===== src/sfsc_pkg.sv =====
// sfsc_pkg: shared constants, register index codes and types of the SBUS frame decoder
// used by every module of the block; depends on nothing
`default_nettype none

package sfsc_pkg;

  // frame layout
  localparam int unsigned FrameBytes  = 23;
  localparam int unsigned FrameBits   = FrameBytes * 8;
  localparam int unsigned ChanWidth   = 11;
  localparam int unsigned NumPacked   = 16;
  localparam int unsigned FlagsLsb    = NumPacked * ChanWidth;
  localparam int unsigned Digital0Bit = FlagsLsb;
  localparam int unsigned Digital1Bit = FlagsLsb + 1;
  localparam int unsigned FailsafeBit = FlagsLsb + 3;
  localparam int unsigned SelWidth    = 5;
  localparam int unsigned PosWidth    = 5;

  localparam logic [7:0]          HeaderByte = 8'h0F;
  localparam logic [7:0]          EndByte    = 8'h00;
  localparam logic [PosWidth-1:0] PosFirst   = 5'd1;
  localparam logic [PosWidth-1:0] PosLast    = 5'd24;

  // channel thresholds
  localparam logic [ChanWidth-1:0] ChanFull     = 11'h7FF;
  localparam logic [ChanWidth-1:0] ArmLimit     = 11'd500;
  localparam logic [ChanWidth-1:0] CalThrustMin = 11'd1566;
  localparam logic [ChanWidth-1:0] CalPitchMin  = 11'd1693;
  localparam logic [ChanWidth-1:0] ThrustLow    = 11'd172;
  localparam logic [ChanWidth-1:0] ThrustHigh   = 11'd1812;
  localparam logic [ChanWidth-1:0] AxisCenter   = 11'd992;
  localparam logic [ChanWidth-1:0] AxisSpan     = 11'd820;
  localparam logic [ChanWidth-1:0] AxisDead     = 11'd20;
  localparam logic [ChanWidth-1:0] AxisOffset   = 11'd41;

  // scaling: gain of 127 is (x << 7) - x, division by reciprocal multiply
  localparam int unsigned GainShift  = 7;
  localparam int unsigned ProdWidth  = ChanWidth + GainShift;
  localparam int unsigned RecipWidth = 19;
  localparam int unsigned RecipShift = 29;
  localparam int unsigned CmdWidth   = 7;
  localparam int unsigned AxisWidth  = CmdWidth + 1;
  localparam logic [RecipWidth-1:0] ThrustRecip = 19'd327361;  // ceil(2^29 / 1640)
  localparam logic [RecipWidth-1:0] AxisRecip   = 19'd335755;  // ceil(2^29 / 1599)

  // configuration register indexes
  localparam int unsigned CfgIdxWidth = 3;
  typedef enum logic [CfgIdxWidth-1:0] {
    CfgArm    = 3'd0,
    CfgThrust = 3'd1,
    CfgRoll   = 3'd2,
    CfgPitch  = 3'd3,
    CfgYaw    = 3'd4
  } cfg_idx_e;

  typedef logic [ChanWidth-1:0] chan_t;

  typedef struct packed {
    logic [SelWidth-1:0] arm;
    logic [SelWidth-1:0] thrust;
    logic [SelWidth-1:0] roll;
    logic [SelWidth-1:0] pitch;
    logic [SelWidth-1:0] yaw;
  } sel_cfg_t;

  // completed frame from the byte collector
  typedef struct packed {
    logic                 done;
    logic [FrameBits-1:0] data;
  } frame_t;

  // selected channel values and flags of one good frame
  typedef struct packed {
    chan_t thrust;
    chan_t yaw;
    chan_t pitch;
    chan_t roll;
    logic  arm;
    logic  failsafe;
    logic  cal_req;
  } sel_t;

endpackage

`default_nettype wire


===== src/sfsc_frame_rx.sv =====
// sfsc_frame_rx: header hunt, byte position counter and frame shift register
// depends on sfsc_pkg
`default_nettype none

module sfsc_frame_rx (
  input  logic           clk_i,
  input  logic           rst_ni,
  input  logic           fire_i,
  input  logic [7:0]     rx_byte_i,
  output sfsc_pkg::frame_t frame_o
);
  import sfsc_pkg::*;

  logic [PosWidth-1:0]  pos_q, pos_d;
  logic [FrameBits-1:0] frame_q, frame_d;
  logic                 done;

  // position tracking; data bytes shift in from the top so byte 1 ends at bit 0
  always_comb begin
    pos_d   = pos_q;
    frame_d = frame_q;
    done    = 1'b0;
    if (fire_i) begin
      priority if (pos_q == '0) begin
        if (rx_byte_i == HeaderByte) pos_d = PosFirst;
      end else if (pos_q < PosLast) begin
        frame_d = {rx_byte_i, frame_q[FrameBits-1:8]};
        pos_d   = pos_q + PosFirst;
      end else begin
        pos_d = '0;
        done  = (pos_q == PosLast) && (rx_byte_i == EndByte);
      end
    end
  end

  always_ff @(posedge clk_i or negedge rst_ni) begin
    if (!rst_ni) begin
      pos_q <= '0;
    end else begin
      pos_q <= pos_d;
    end
  end

  // frame storage, no reset
  always_ff @(posedge clk_i) begin
    frame_q <= frame_d;
  end

  assign frame_o.done = done;
  assign frame_o.data = frame_q;

endmodule

`default_nettype wire


===== src/sfsc_select.sv =====
// sfsc_select: channel selection, arm decision and calibrate gesture state
// depends on sfsc_pkg
`default_nettype none

module sfsc_select (
  input  logic               clk_i,
  input  logic               rst_ni,
  input  sfsc_pkg::frame_t   frame_i,
  input  sfsc_pkg::sel_cfg_t cfg_i,
  output logic               ready_o,
  output logic               valid_o,
  input  logic               ready_i,
  output sfsc_pkg::sel_t     sel_o
);
  import sfsc_pkg::*;

  // pick one decoded channel; unknown selects read as 0
  function automatic chan_t chan_pick(logic [FrameBits-1:0] f, logic [SelWidth-1:0] s);
    chan_t v;
    v = '0;
    for (int i = 0; i < NumPacked; i++) begin
      if (s == SelWidth'(i)) v = f[i*ChanWidth +: ChanWidth];
    end
    if (s == SelWidth'(NumPacked))     v = f[Digital0Bit] ? ChanFull : '0;
    if (s == SelWidth'(NumPacked + 1)) v = f[Digital1Bit] ? ChanFull : '0;
    return v;
  endfunction

  chan_t thr_c, yaw_c, pit_c, rol_c, arm_c;
  logic  arm, gesture;
  logic  calibrating_q, calibrating_d;
  logic  valid_q;
  sel_t  sel_q, sel_d;

  assign thr_c = chan_pick(frame_i.data, cfg_i.thrust);
  assign yaw_c = chan_pick(frame_i.data, cfg_i.yaw);
  assign pit_c = chan_pick(frame_i.data, cfg_i.pitch);
  assign rol_c = chan_pick(frame_i.data, cfg_i.roll);
  assign arm_c = chan_pick(frame_i.data, cfg_i.arm);

  // arm and calibrate gesture
  assign arm     = arm_c > ArmLimit;
  assign gesture = !arm && (thr_c >= CalThrustMin) && (pit_c >= CalPitchMin);
  assign calibrating_d = frame_i.done ? gesture : calibrating_q;

  always_comb begin
    sel_d.thrust   = thr_c;
    sel_d.yaw      = yaw_c;
    sel_d.pitch    = pit_c;
    sel_d.roll     = rol_c;
    sel_d.arm      = arm;
    sel_d.failsafe = frame_i.data[FailsafeBit];
    sel_d.cal_req  = gesture && !calibrating_q;
  end

  // stage handshake
  assign ready_o = !valid_q || ready_i;

  always_ff @(posedge clk_i or negedge rst_ni) begin
    if (!rst_ni) begin
      valid_q       <= 1'b0;
      calibrating_q <= 1'b0;
    end else begin
      calibrating_q <= calibrating_d;
      if (ready_o) valid_q <= frame_i.done;
    end
  end

  always_ff @(posedge clk_i) begin
    if (ready_o && frame_i.done) sel_q <= sel_d;
  end

  assign valid_o = valid_q;
  assign sel_o   = sel_q;

endmodule

`default_nettype wire


===== src/sfsc_scale.sv =====
// sfsc_scale: two-stage scaling of thrust and axis channels into commands
// depends on sfsc_pkg; stage one forms x*127, stage two divides by reciprocal multiply
`default_nettype none

module sfsc_scale (
  input  logic                         clk_i,
  input  logic                         rst_ni,
  input  logic                         valid_i,
  output logic                         ready_o,
  input  sfsc_pkg::sel_t               sel_i,
  output logic                         valid_o,
  input  logic                         ready_i,
  output logic [sfsc_pkg::CmdWidth-1:0] thrust_cmd_o,
  output logic [sfsc_pkg::AxisWidth-1:0] yaw_cmd_o,
  output logic [sfsc_pkg::AxisWidth-1:0] pitch_cmd_o,
  output logic [sfsc_pkg::AxisWidth-1:0] roll_cmd_o,
  output logic                         arm_flag_o,
  output logic                         failsafe_flag_o,
  output logic                         calibrate_request_o
);
  import sfsc_pkg::*;

  typedef struct packed {
    logic                 ok;
    logic                 neg;
    logic [ProdWidth-1:0] prod;
  } axis_pre_t;

  typedef struct packed {
    logic                 thr_ok;
    logic [ProdWidth-1:0] thr_prod;
    axis_pre_t            yaw;
    axis_pre_t            pitch;
    axis_pre_t            roll;
    logic                 arm;
    logic                 failsafe;
    logic                 cal_req;
  } pre_t;

  typedef struct packed {
    logic [CmdWidth-1:0]  thrust;
    logic [AxisWidth-1:0] yaw;
    logic [AxisWidth-1:0] pitch;
    logic [AxisWidth-1:0] roll;
    logic                 arm;
    logic                 failsafe;
    logic                 cal_req;
  } res_t;

  // deadband check, magnitude and (2|d| - 41) * 127
  function automatic axis_pre_t axis_pre(chan_t c);
    axis_pre_t r;
    chan_t     mag;
    chan_t     t;
    r.neg  = c < AxisCenter;
    mag    = r.neg ? (AxisCenter - c) : (c - AxisCenter);
    r.ok   = (mag > AxisDead) && (mag <= AxisSpan);
    t      = {mag[ChanWidth-2:0], 1'b0} - AxisOffset;
    r.prod = {t, {GainShift{1'b0}}} - ProdWidth'(t);
    return r;
  endfunction

  // floor(prod / d) as (prod * ceil(2^29 / d)) >> 29
  function automatic logic [CmdWidth-1:0] recip_div(logic [ProdWidth-1:0] p,
                                                    logic [RecipWidth-1:0] m);
    logic [ProdWidth+RecipWidth-1:0] full;
    full = (ProdWidth+RecipWidth)'(p) * (ProdWidth+RecipWidth)'(m);
    return full[RecipShift +: CmdWidth];
  endfunction

  function automatic logic [AxisWidth-1:0] axis_post(axis_pre_t a);
    logic [AxisWidth-1:0] mag;
    mag = a.ok ? {1'b0, recip_div(a.prod, AxisRecip)} : '0;
    return a.neg ? (~mag + AxisWidth'(1)) : mag;
  endfunction

  pre_t  pre_q, pre_d;
  res_t  res_q, res_d;
  logic  pre_valid_q, res_valid_q;
  logic  res_ready, pre_ready;
  chan_t thr_x;

  // stage one: offsets, range checks and gain
  assign thr_x = sel_i.thrust - ThrustLow;

  always_comb begin
    pre_d.thr_ok   = (sel_i.thrust >= ThrustLow) && (sel_i.thrust <= ThrustHigh);
    pre_d.thr_prod = {thr_x, {GainShift{1'b0}}} - ProdWidth'(thr_x);
    pre_d.yaw      = axis_pre(sel_i.yaw);
    pre_d.pitch    = axis_pre(sel_i.pitch);
    pre_d.roll     = axis_pre(sel_i.roll);
    pre_d.arm      = sel_i.arm;
    pre_d.failsafe = sel_i.failsafe;
    pre_d.cal_req  = sel_i.cal_req;
  end

  // stage two: division and sign
  always_comb begin
    res_d.thrust   = pre_q.thr_ok ? recip_div(pre_q.thr_prod, ThrustRecip) : '0;
    res_d.yaw      = axis_post(pre_q.yaw);
    res_d.pitch    = axis_post(pre_q.pitch);
    res_d.roll     = axis_post(pre_q.roll);
    res_d.arm      = pre_q.arm;
    res_d.failsafe = pre_q.failsafe;
    res_d.cal_req  = pre_q.cal_req;
  end

  // stage handshakes
  assign res_ready = !res_valid_q || ready_i;
  assign pre_ready = !pre_valid_q || res_ready;
  assign ready_o   = pre_ready;

  always_ff @(posedge clk_i or negedge rst_ni) begin
    if (!rst_ni) begin
      pre_valid_q <= 1'b0;
      res_valid_q <= 1'b0;
    end else begin
      if (pre_ready) pre_valid_q <= valid_i;
      if (res_ready) res_valid_q <= pre_valid_q;
    end
  end

  always_ff @(posedge clk_i) begin
    if (pre_ready && valid_i)     pre_q <= pre_d;
    if (res_ready && pre_valid_q) res_q <= res_d;
  end

  assign valid_o             = res_valid_q;
  assign thrust_cmd_o        = res_q.thrust;
  assign yaw_cmd_o           = res_q.yaw;
  assign pitch_cmd_o         = res_q.pitch;
  assign roll_cmd_o          = res_q.roll;
  assign arm_flag_o          = res_q.arm;
  assign failsafe_flag_o     = res_q.failsafe;
  assign calibrate_request_o = res_q.cal_req;

endmodule

`default_nettype wire


===== src/sbus_frame_to_stick_controls.sv =====
// sbus_frame_to_stick_controls: top level of the SBUS frame decoder
// depends on sfsc_pkg, sfsc_frame_rx, sfsc_select and sfsc_scale
//
//   channel | signals                                     | carries
//   --------+---------------------------------------------+------------------------------
//   in      | in_valid_i, in_ready_o, rx_byte_i           | one serial byte per item
//   out     | out_valid_o, out_ready_i, *_cmd_o, *_flag_o | stick commands of a good frame
//   cfg     | cfg_we_i, cfg_index_i, cfg_wdata_i          | channel select registers
//
// One byte is taken per cycle while in_ready_o is high; the header, data bytes and a bad
// end byte give no item. A good end byte yields an out item via select, gain and divide.
// Reset clears the byte position, the calibrate state and the select registers.
// A stalled output holds its item; bytes are still taken until the pipeline fills.
`default_nettype none

module sbus_frame_to_stick_controls (
  input  logic                              clk_i,
  input  logic                              rst_ni,
  input  logic                              in_valid_i,
  output logic                              in_ready_o,
  input  logic [7:0]                        rx_byte_i,
  output logic                              out_valid_o,
  input  logic                              out_ready_i,
  output logic [sfsc_pkg::CmdWidth-1:0]     thrust_cmd_o,
  output logic signed [sfsc_pkg::AxisWidth-1:0] yaw_cmd_o,
  output logic signed [sfsc_pkg::AxisWidth-1:0] pitch_cmd_o,
  output logic signed [sfsc_pkg::AxisWidth-1:0] roll_cmd_o,
  output logic                              arm_flag_o,
  output logic                              failsafe_flag_o,
  output logic                              calibrate_request_o,
  input  logic                              cfg_we_i,
  input  logic [sfsc_pkg::CfgIdxWidth-1:0]  cfg_index_i,
  input  logic [sfsc_pkg::SelWidth-1:0]     cfg_wdata_i
);
  import sfsc_pkg::*;

  sel_cfg_t cfg_q, cfg_d;
  frame_t   frame;
  sel_t     sel;
  logic     in_fire;
  logic     sel_valid, scale_ready;
  logic [AxisWidth-1:0] yaw_cmd, pitch_cmd, roll_cmd;

  // channel select registers
  always_comb begin
    cfg_d = cfg_q;
    if (cfg_we_i) begin
      unique case (cfg_idx_e'(cfg_index_i))
        CfgArm:    cfg_d.arm    = cfg_wdata_i;
        CfgThrust: cfg_d.thrust = cfg_wdata_i;
        CfgRoll:   cfg_d.roll   = cfg_wdata_i;
        CfgPitch:  cfg_d.pitch  = cfg_wdata_i;
        CfgYaw:    cfg_d.yaw    = cfg_wdata_i;
        default:   cfg_d        = cfg_q;
      endcase
    end
  end

  always_ff @(posedge clk_i or negedge rst_ni) begin
    if (!rst_ni) begin
      cfg_q <= '0;
    end else begin
      cfg_q <= cfg_d;
    end
  end

  assign in_fire = in_valid_i && in_ready_o;

  // byte collector
  sfsc_frame_rx u_frame_rx (
    .clk_i     (clk_i),
    .rst_ni    (rst_ni),
    .fire_i    (in_fire),
    .rx_byte_i (rx_byte_i),
    .frame_o   (frame)
  );

  // channel select and gesture
  sfsc_select u_select (
    .clk_i   (clk_i),
    .rst_ni  (rst_ni),
    .frame_i (frame),
    .cfg_i   (cfg_q),
    .ready_o (in_ready_o),
    .valid_o (sel_valid),
    .ready_i (scale_ready),
    .sel_o   (sel)
  );

  // scaling pipeline and output register
  sfsc_scale u_scale (
    .clk_i               (clk_i),
    .rst_ni              (rst_ni),
    .valid_i             (sel_valid),
    .ready_o             (scale_ready),
    .sel_i               (sel),
    .valid_o             (out_valid_o),
    .ready_i             (out_ready_i),
    .thrust_cmd_o        (thrust_cmd_o),
    .yaw_cmd_o           (yaw_cmd),
    .pitch_cmd_o         (pitch_cmd),
    .roll_cmd_o          (roll_cmd),
    .arm_flag_o          (arm_flag_o),
    .failsafe_flag_o     (failsafe_flag_o),
    .calibrate_request_o (calibrate_request_o)
  );

  assign yaw_cmd_o   = $signed(yaw_cmd);
  assign pitch_cmd_o = $signed(pitch_cmd);
  assign roll_cmd_o  = $signed(roll_cmd);

endmodule

`default_nettype wire


===== config.mk =====
export PLATFORM = sky130hd
export DESIGN_NAME = sbus_frame_to_stick_controls
export DESIGN_NICKNAME = d
export VERILOG_FILES = /design/src/sfsc_pkg.sv /design/src/sfsc_frame_rx.sv /design/src/sfsc_select.sv /design/src/sfsc_scale.sv /design/src/sbus_frame_to_stick_controls.sv
export SDC_FILE = /design/constraint.sdc
export NUM_CORES = 2
export LEC_CHECK = 0
export BUFFER_PORTS_ARGS = -buffer_cell sky130_fd_sc_hd__buf_2
export CAP_MARGIN = 20
export CORE_ASPECT_RATIO = 0.9
export CORE_UTILIZATION = 34
export CTS_BUF_LIST = sky130_fd_sc_hd__clkbuf_16
export CTS_CLUSTER_DIAMETER = 30
export DETAILED_ROUTE_END_ITERATION = 8
export GPL_TIMING_DRIVEN = 1
export PLACE_DENSITY = 0.59
export SLEW_MARGIN = 10
export SYNTH_ARGS = -nofsm -noshare
export SYNTH_HDL_FRONTEND = slang
export SYNTH_SLANG_ARGS = --single-unit

===== constraint.sdc =====
create_clock -name clk_i -period 13.2 [get_ports clk_i]
set_input_delay 1.32 -clock clk_i [delete_from_list [all_inputs] [get_ports clk_i]]
set_output_delay 1.32 -clock clk_i [all_outputs]
set_load 0.01 [all_outputs]

# Yosys cells after proc, flatten, opt, wreduce, memory -nomap -nowiden

Cells that the tools add are included.

Flip-flop bits (word level): 381
Latch bits: 0
Memory bits (writable): 0
ROM bits: 0
Output and inout bits: 36
Memories kept: 0

Add/subtract/negate cells: 18
Multipliers: 4
Divide/modulo/power cells: 0
$lt $le $gt $ge: 15
Equality and inequality tests: 92
Shift operators: 0
Multiplexer cells: 107
Bitwise logic cells: 4
Reduce and logical (&&, ||, !) cells: 35

Operator list:

| operator                 | count |
|---|---|
| $mux W11                 | 95 |
| $eq A5 B4 Y1 const B     | 40 |
| $mul A18 B19 Y36 const B | 4 |
| $eq A5 B3 Y1 const B     | 20 |
| $sub A18 B11 Y18         | 4 |
| $eq A5 B5 Y1 const B     | 11 |
| $eq A5 B2 Y1 const B     | 10 |
| $gt A11 B5 Y1 const B    | 3 |
| $le A11 B10 Y1 const B   | 3 |
| $lt A11 B10 Y1 const B   | 3 |
| $sub A10 B11 Y11 const A | 3 |
| $sub A11 B10 Y11 const B | 3 |
| $sub A11 B6 Y11 const B  | 3 |
| $logic_not A5 Y1         | 6 |
| $eq A5 B1 Y1 const B     | 5 |
| $add A8 B1 Y8 const B    | 3 |
| $mux W8                  | 3 |
| $not A8 Y8               | 3 |
| $ge A11 B11 Y1 const B   | 2 |
| $mux W7                  | 3 |
| $mux W5                  | 3 |
| $logic_and A1 B1 Y1      | 12 |
| $reduce_and A2 Y1        | 6 |
| $ge A11 B8 Y1 const B    | 1 |
| 17 further kinds         | 26 |

# Logic depth before layout (Yosys ltp)

Depth in word-level cells: 24
Gate-level depth with buffers: 24
Mapped depth without buffers: 24

# Cells and area by module

Synthesis repeated with hierarchy kept, for this count alone.

Cells, all modules: 4,483
Area, all modules: 45,323.5 um^2

Modules (own cells, without submodules):

| module                       | instances | cells an instance | area an instance (um^2) | sequential area each (um^2) |
|---|---|---|---|---|
| sfsc_scale                   | 1         | 2,698             | 27,676.5                | 3,443.3 |
| sfsc_select                  | 1         | 1,504             | 10,751.6                | 1,461.4 |
| sfsc_frame_rx                | 1         | 225               | 5,900.7                 | 5,650.4 |
| sbus_frame_to_stick_controls | 1         | 56                | 994.7                   | 625.6 |

# Worst setup path before layout

Ideal clock, no wire load.

Path type: input to register
From: input port out_ready_i
To: register u_frame_rx.frame_q[0] (enable)
Library setup time: 0.790 ns
Arrival time: 10.867 ns
Data required time: 12.410 ns
Path slack: 1.544 ns
Stages: 5
Cells stage by stage: nor2b_1 > nand3_1 > nand2_1 > or2_2 > a21oi_1

Cells in the longest elaborated chain, start to end: 5

Ends and longest elaborated chain:

| what                        | RTL line                           | source |
|---|---|---|
| start: declaration          | sbus_frame_to_stick_controls.sv:23 | `input logic out_ready_i,` |
| $logic_or A1 B1 Y1          | sfsc_scale.sv:109                  | `assign res_ready = !res_valid_q \|\| ready_i;` |
| $logic_or A1 B1 Y1          | sfsc_scale.sv:110                  | `assign pre_ready = !pre_valid_q \|\| res_ready;` |
| $logic_or A1 B1 Y1          | sfsc_select.sv:57                  | `assign ready_o = !valid_q \|\| ready_i;` |
| named net in_ready_o        | sbus_frame_to_stick_controls.sv:20 | `output logic in_ready_o,` |
| $logic_and A1 B1 Y1         | sbus_frame_to_stick_controls.sv:67 | `assign in_fire = in_valid_i && in_ready_o;` |
| $reduce_and A3 Y1 (no line) | n/a                                |  |
| end signal: assignment      | sfsc_frame_rx.sv:46                | `frame_q <= frame_d;` |
| end: declaration            | sfsc_frame_rx.sv:15                | `logic [FrameBits-1:0] frame_q, frame_d;` |

The timed path passes the listed nets, and every way through them passes these cells.
A chain may end at the register's enable or synchronous reset.

==> metrics.yaml <==
run_status:
  run_status: "finished, violations left"
  violated_checks: "design-rule violations"
hold_path:
  min_path_type: "reg -> reg"
timing:
  grt_setup_unrepaired: "false"
  timing_hold_violations_final: 0
  setup_total_negative_slack_ns: 0
  worst-slew-pin-transition_ns: 1.17
  final_max_slew_viol_count: 0
  timing.final.setup_violations: 0
  timing.final.crit_period_ns: 7.08
  fmax_mhz: 141
  timing.final.crit_share: 0.536
  relSlewSlack: 0.217
  timing.clock.skew_ns: 0.101
routing:
  drt.antenna.violating_nets: 0
  drc: 6
  finalWirelength_um: 164000
  post_drt_via_cell_ratio: 5.74
  wl_per_cell_um: 26.0
  drt-pass1-iter-count: 9
  vias: 36242
  drt_initial_violations: 4112
finish:
  fin_nets: 5573
  final_area_um2: 50300
  finalNonFillerCells: 6318
  final_layout_size_suffix_gt1_frac: 0.0897
  areaGrowthSynthToFinish_pct: 13.0
  fin_util: 0.389
  count_of_fill_cells_added_during_filler_insertion: 12710
  mostFrequentLayoutCells: "sky130_fd_sc_hd__inv_1 (690), sky130_fd_sc_hd__ha_1 (614), sky130_fd_sc_hd__fa_1 (418)"
  mostFrequentLayoutCell: "sky130_fd_sc_hd__inv_1"
synthesis:
  synth.ff_latch_count: 378
  ys.warnings.count: 0
  synthFlopType: "sky130_fd_sc_hd__edfxtp_1"
  synthesis.area_um2: 44500
  netlist-cell-type-count: 94
  synthesis.area_per_instance_um2: 10.1
  syn-num-nets: 5481
  synthTopCellsByArea: "sky130_fd_sc_hd__edfxtp_1 (23%), sky130_fd_sc_hd__fa_1 (19%), sky130_fd_sc_hd__ha_1 (17%), sky130_fd_sc_hd__inv_1 (5.8%), sky130_fd_sc_hd__a21oi_1 (2.3%)"
  seq_area_frac_synth: 0.251
  syn-instance-count: 4428
  cell_taking_the_most_area_after_synthesis: "sky130_fd_sc_hd__edfxtp_1"
  post_synth_edffs: 344
  synthArstFlopShare: 0.0899
  yosysTopAreaCellShare: 0.232
critical_path:
  worstPathRequired_ns: 13.60
  worst_setup_path_startpoint: "u_scale.pre_q[32]"
  cp-end-kind: "flop"
  cp_data_arrival_time_ns: 7.48
  r2r.worst_path.cells: 21
  startpoint_type: "flop"
  timing.critical_path.to: "u_scale.pitch_cmd_o[6]"
  r2r_slack_ns: 6.12
  rr_startpoint: "u_scale.pre_q[32]"
  criticalPathCategory: "reg -> reg"
  r2r_end: "u_scale.pitch_cmd_o[6]"
  crit_fanout: 6
pwr:
  clock_power_share: 0.391
  p_per_area_nw_per_um2: 123
  sequentialPowerShare: 0.364
  vdd_drop_max_v: 0.000127
  combinational_power_share: 0.245
  power.internal_mw: 3.68
  total_leakage_power_nw: 22.1
  netSwitchingPower_mw: 2.52
  sw_frac_of_total: 0.406
floorplanning:
  chipWidth_um: 383
  rows: 125
  initial_utilization: 0.344
  floorplan.io_pins: 57
  coreArea_um2: 129000
  fp.dieArea_um2: 132000
  dieHeight_um: 345
job:
  cap_viol_max_count: 0
global_route:
  maximum_number_of_pins_on_one_net_before_global_route_repair: 75
  grt.overflow.total: 0
  antenna_found_initial: 9
  global_route_wire_length_before_repair_um: 241000
  vias_in_the_first_global_route: 35849
  globalRouteTotalUtil: 0.246
clock_network:
  numClockSinks: 378
  clkSlewWorstSetupHoldPaths_ns: 0.05
  cts_setup_buffers: 0
  postCtsHoldBufs: 0
  cts_root_buffer: "sky130_fd_sc_hd__clkbuf_16"
  postCtsResizedCells: 0
  worst_skew_pair.late_latency_ns: 0.74
  cts-buffers-inserted: 96
  cts_max_path_buffers: 3
  cts_htree_levels: 3
  clock_tree_from_tritoncts: "yes"
placement:
  gp_congestion: 1.06
  dpl_cell_area_um2: 46900
  place.detailed.instances: 6135
  post_detailed_placement_half_perimeter_wirelength_um: 130000
  port_buffers: 56
## how the worst min path moves through the flow
| stage | from | to | slack (ns) | cells after the start |
|---|---|---|---|---|
| 6_report | u_select.sel_o[2] | u_scale.pre_q[2] | 0.36 | 0 |
| 5_1_grt | u_select.sel_o[2] | u_scale.pre_q[2] | 0.36 | 0 |
| 4_1_cts | u_select.sel_o[2] | u_scale.pre_q[2] | 0.36 | 0 |
| 3_5_place_dp | u_frame_rx.frame_q[182] | u_frame_rx.frame_q[174] | 0.40 | 0 |
| 3_3_place_gp | u_select.sel_o[0] | u_scale.pre_q[0] | 0.40 | 0 |
| 2_1_floorplan | u_frame_rx.frame_q[178] | u_frame_rx.frame_q[170] | 0.40 | 0 |
## synthesized netlist by cell type (22+ instances only)
master and number:
sky130_fd_sc_hd__inv_1 683, sky130_fd_sc_hd__ha_1 614, sky130_fd_sc_hd__fa_1 418, sky130_fd_sc_hd__edfxtp_1 344, sky130_fd_sc_hd__nor2_1 224, sky130_fd_sc_hd__nand2_1 223, sky130_fd_sc_hd__a21oi_1 206, sky130_fd_sc_hd__o21ai_0 154
sky130_fd_sc_hd__nand3_1 109, sky130_fd_sc_hd__nor3_1 96, sky130_fd_sc_hd__xnor2_1 95, sky130_fd_sc_hd__a22oi_1 83, sky130_fd_sc_hd__clkbuf_1 77, sky130_fd_sc_hd__nor2b_1 60, sky130_fd_sc_hd__xor2_1 53, sky130_fd_sc_hd__mux2i_1 50
sky130_fd_sc_hd__a221oi_1 49, sky130_fd_sc_hd__nand2b_1 49, sky130_fd_sc_hd__o22ai_1 47, sky130_fd_sc_hd__a31oi_1 42, sky130_fd_sc_hd__mux2_2 39, sky130_fd_sc_hd__buf_2 38, sky130_fd_sc_hd__a211oi_1 37, sky130_fd_sc_hd__a21o_1 37
sky130_fd_sc_hd__dfrtp_1 34, sky130_fd_sc_hd__or2_2 31, sky130_fd_sc_hd__nand4_1 29, sky130_fd_sc_hd__o211ai_1 29, sky130_fd_sc_hd__o221ai_1 25, sky130_fd_sc_hd__nor3b_1 24, sky130_fd_sc_hd__or3_1 23, sky130_fd_sc_hd__a211o_1 22
sky130_fd_sc_hd__and3_1 22
## power by group through the flow
stage               Sequential [mW]  Combinational (mW)  Clock, mW
CTS                            2.20                1.44       2.46
global placement               2.23                1.46          0
finish                         2.26                1.52       2.42
global route                   2.23                1.55       2.52
detailed placement             2.22                1.44          0
floorplan                      1.85               0.880          0
## worst max-delay path: stages, from the launching register on
cell and delay [ns]:
sky130_fd_sc_hd__edfxtp_1 0.52, sky130_fd_sc_hd__fa_1 0.64, sky130_fd_sc_hd__inv_1 0.08, sky130_fd_sc_hd__fa_1 0.54, sky130_fd_sc_hd__inv_1 0.06, sky130_fd_sc_hd__fa_1 0.56
sky130_fd_sc_hd__fa_1 0.43, sky130_fd_sc_hd__fa_1 0.49, sky130_fd_sc_hd__inv_1 0.05, sky130_fd_sc_hd__fa_1 0.47, sky130_fd_sc_hd__inv_1 0.04, sky130_fd_sc_hd__ha_1 0.28
sky130_fd_sc_hd__a2111oi_0 0.53, sky130_fd_sc_hd__o21ai_0 0.27, sky130_fd_sc_hd__a22oi_1 0.20, sky130_fd_sc_hd__o21a_1 0.24, sky130_fd_sc_hd__nor3_1 0.10, sky130_fd_sc_hd__o311ai_0 0.38
sky130_fd_sc_hd__ha_1 0.29, sky130_fd_sc_hd__inv_1 0.06, sky130_fd_sc_hd__o41ai_1 0.40, sky130_fd_sc_hd__xor2_1 0.15
## cell type report
type                       instances  area (µm²)  area share
inverter                         686        2570      0.0511
clock inverter                    85         988      0.0196
clock buffer                      96        2400      0.0477
tap                             1714        2140      0.0426
multi-input combinational       3231       30200       0.600
timing repair buffer             127         826      0.0164
antenna                            1        2.50   0.0000497
sequential                       378       11200       0.222
## per-stage QoR
| stage | worst slack [ns] | hold WS, ns | power (mW) |
|---|---|---|---|
| final | 6.12 | 0.364 | 6.20 |
| after global routing | 5.68 | 0.364 | 6.30 |
| after CTS | 6.15 | 0.360 | 6.11 |
| after detailed placement | 6.18 | 0.405 | 3.65 |
| after global placement | 6.28 | 0.402 | 3.69 |
| after floorplan | 1.54 | 0.400 | 2.73 |
## layer usage
layer / share of wire / vias to the layer above / GRT usage / wire length (µm)
li1: - / 16079 / - / -
met4: 0.052 / 10 / 0.114 / 8580
met1: 0.44 / 18010 / 0.342 / 72100
met3: 0.093 / 412 / 0.0613 / 15300
met2: 0.42 / 1731 / 0.354 / 68200
met5: 0.00062 / - / 0 / 102
## kinds of logic (layout without fill, tap and decap cells)
| kind of cell | count (synthesis) | in the layout | synth area share |
|---|---|---|---|
| multiplexers | 98 | 98 | 0.0257 |
| AND/OR/NAND/NOR | 1001 | 1001 | 0.114 |
| adder cells (fa/ha/maj) | 1032 | 1032 | 0.360 |
| other | 0 | 1 | 0 |
| flip-flops | 378 | 378 | 0.251 |
| XOR/XNOR | 151 | 151 | 0.0302 |
| buffers and inverters | 819 | 994 | 0.0711 |
| AO/OA/AOI/OAI | 949 | 949 | 0.148 |
## sequential cells by signal (all words and copies together) (netlist names)
name	count
u_scale.pitch_cmd_o	8
u_scale.roll_cmd_o	8
u_scale.pre_valid_q	1
cfg_q	25
u_scale.failsafe_flag_o	1
u_scale.arm_flag_o	1
u_scale.valid_o	1
u_frame_rx.frame_q	184
u_scale.thrust_cmd_o	7
u_scale.pre_q	79
u_scale.calibrate_request_o	1
u_frame_rx.pos_q	5
u_scale.yaw_cmd_o	8
u_select.valid_o	1
u_select.calibrating_q	1
u_select.sel_o	47
No activity file was read; power rests on OpenSTA's default activity.
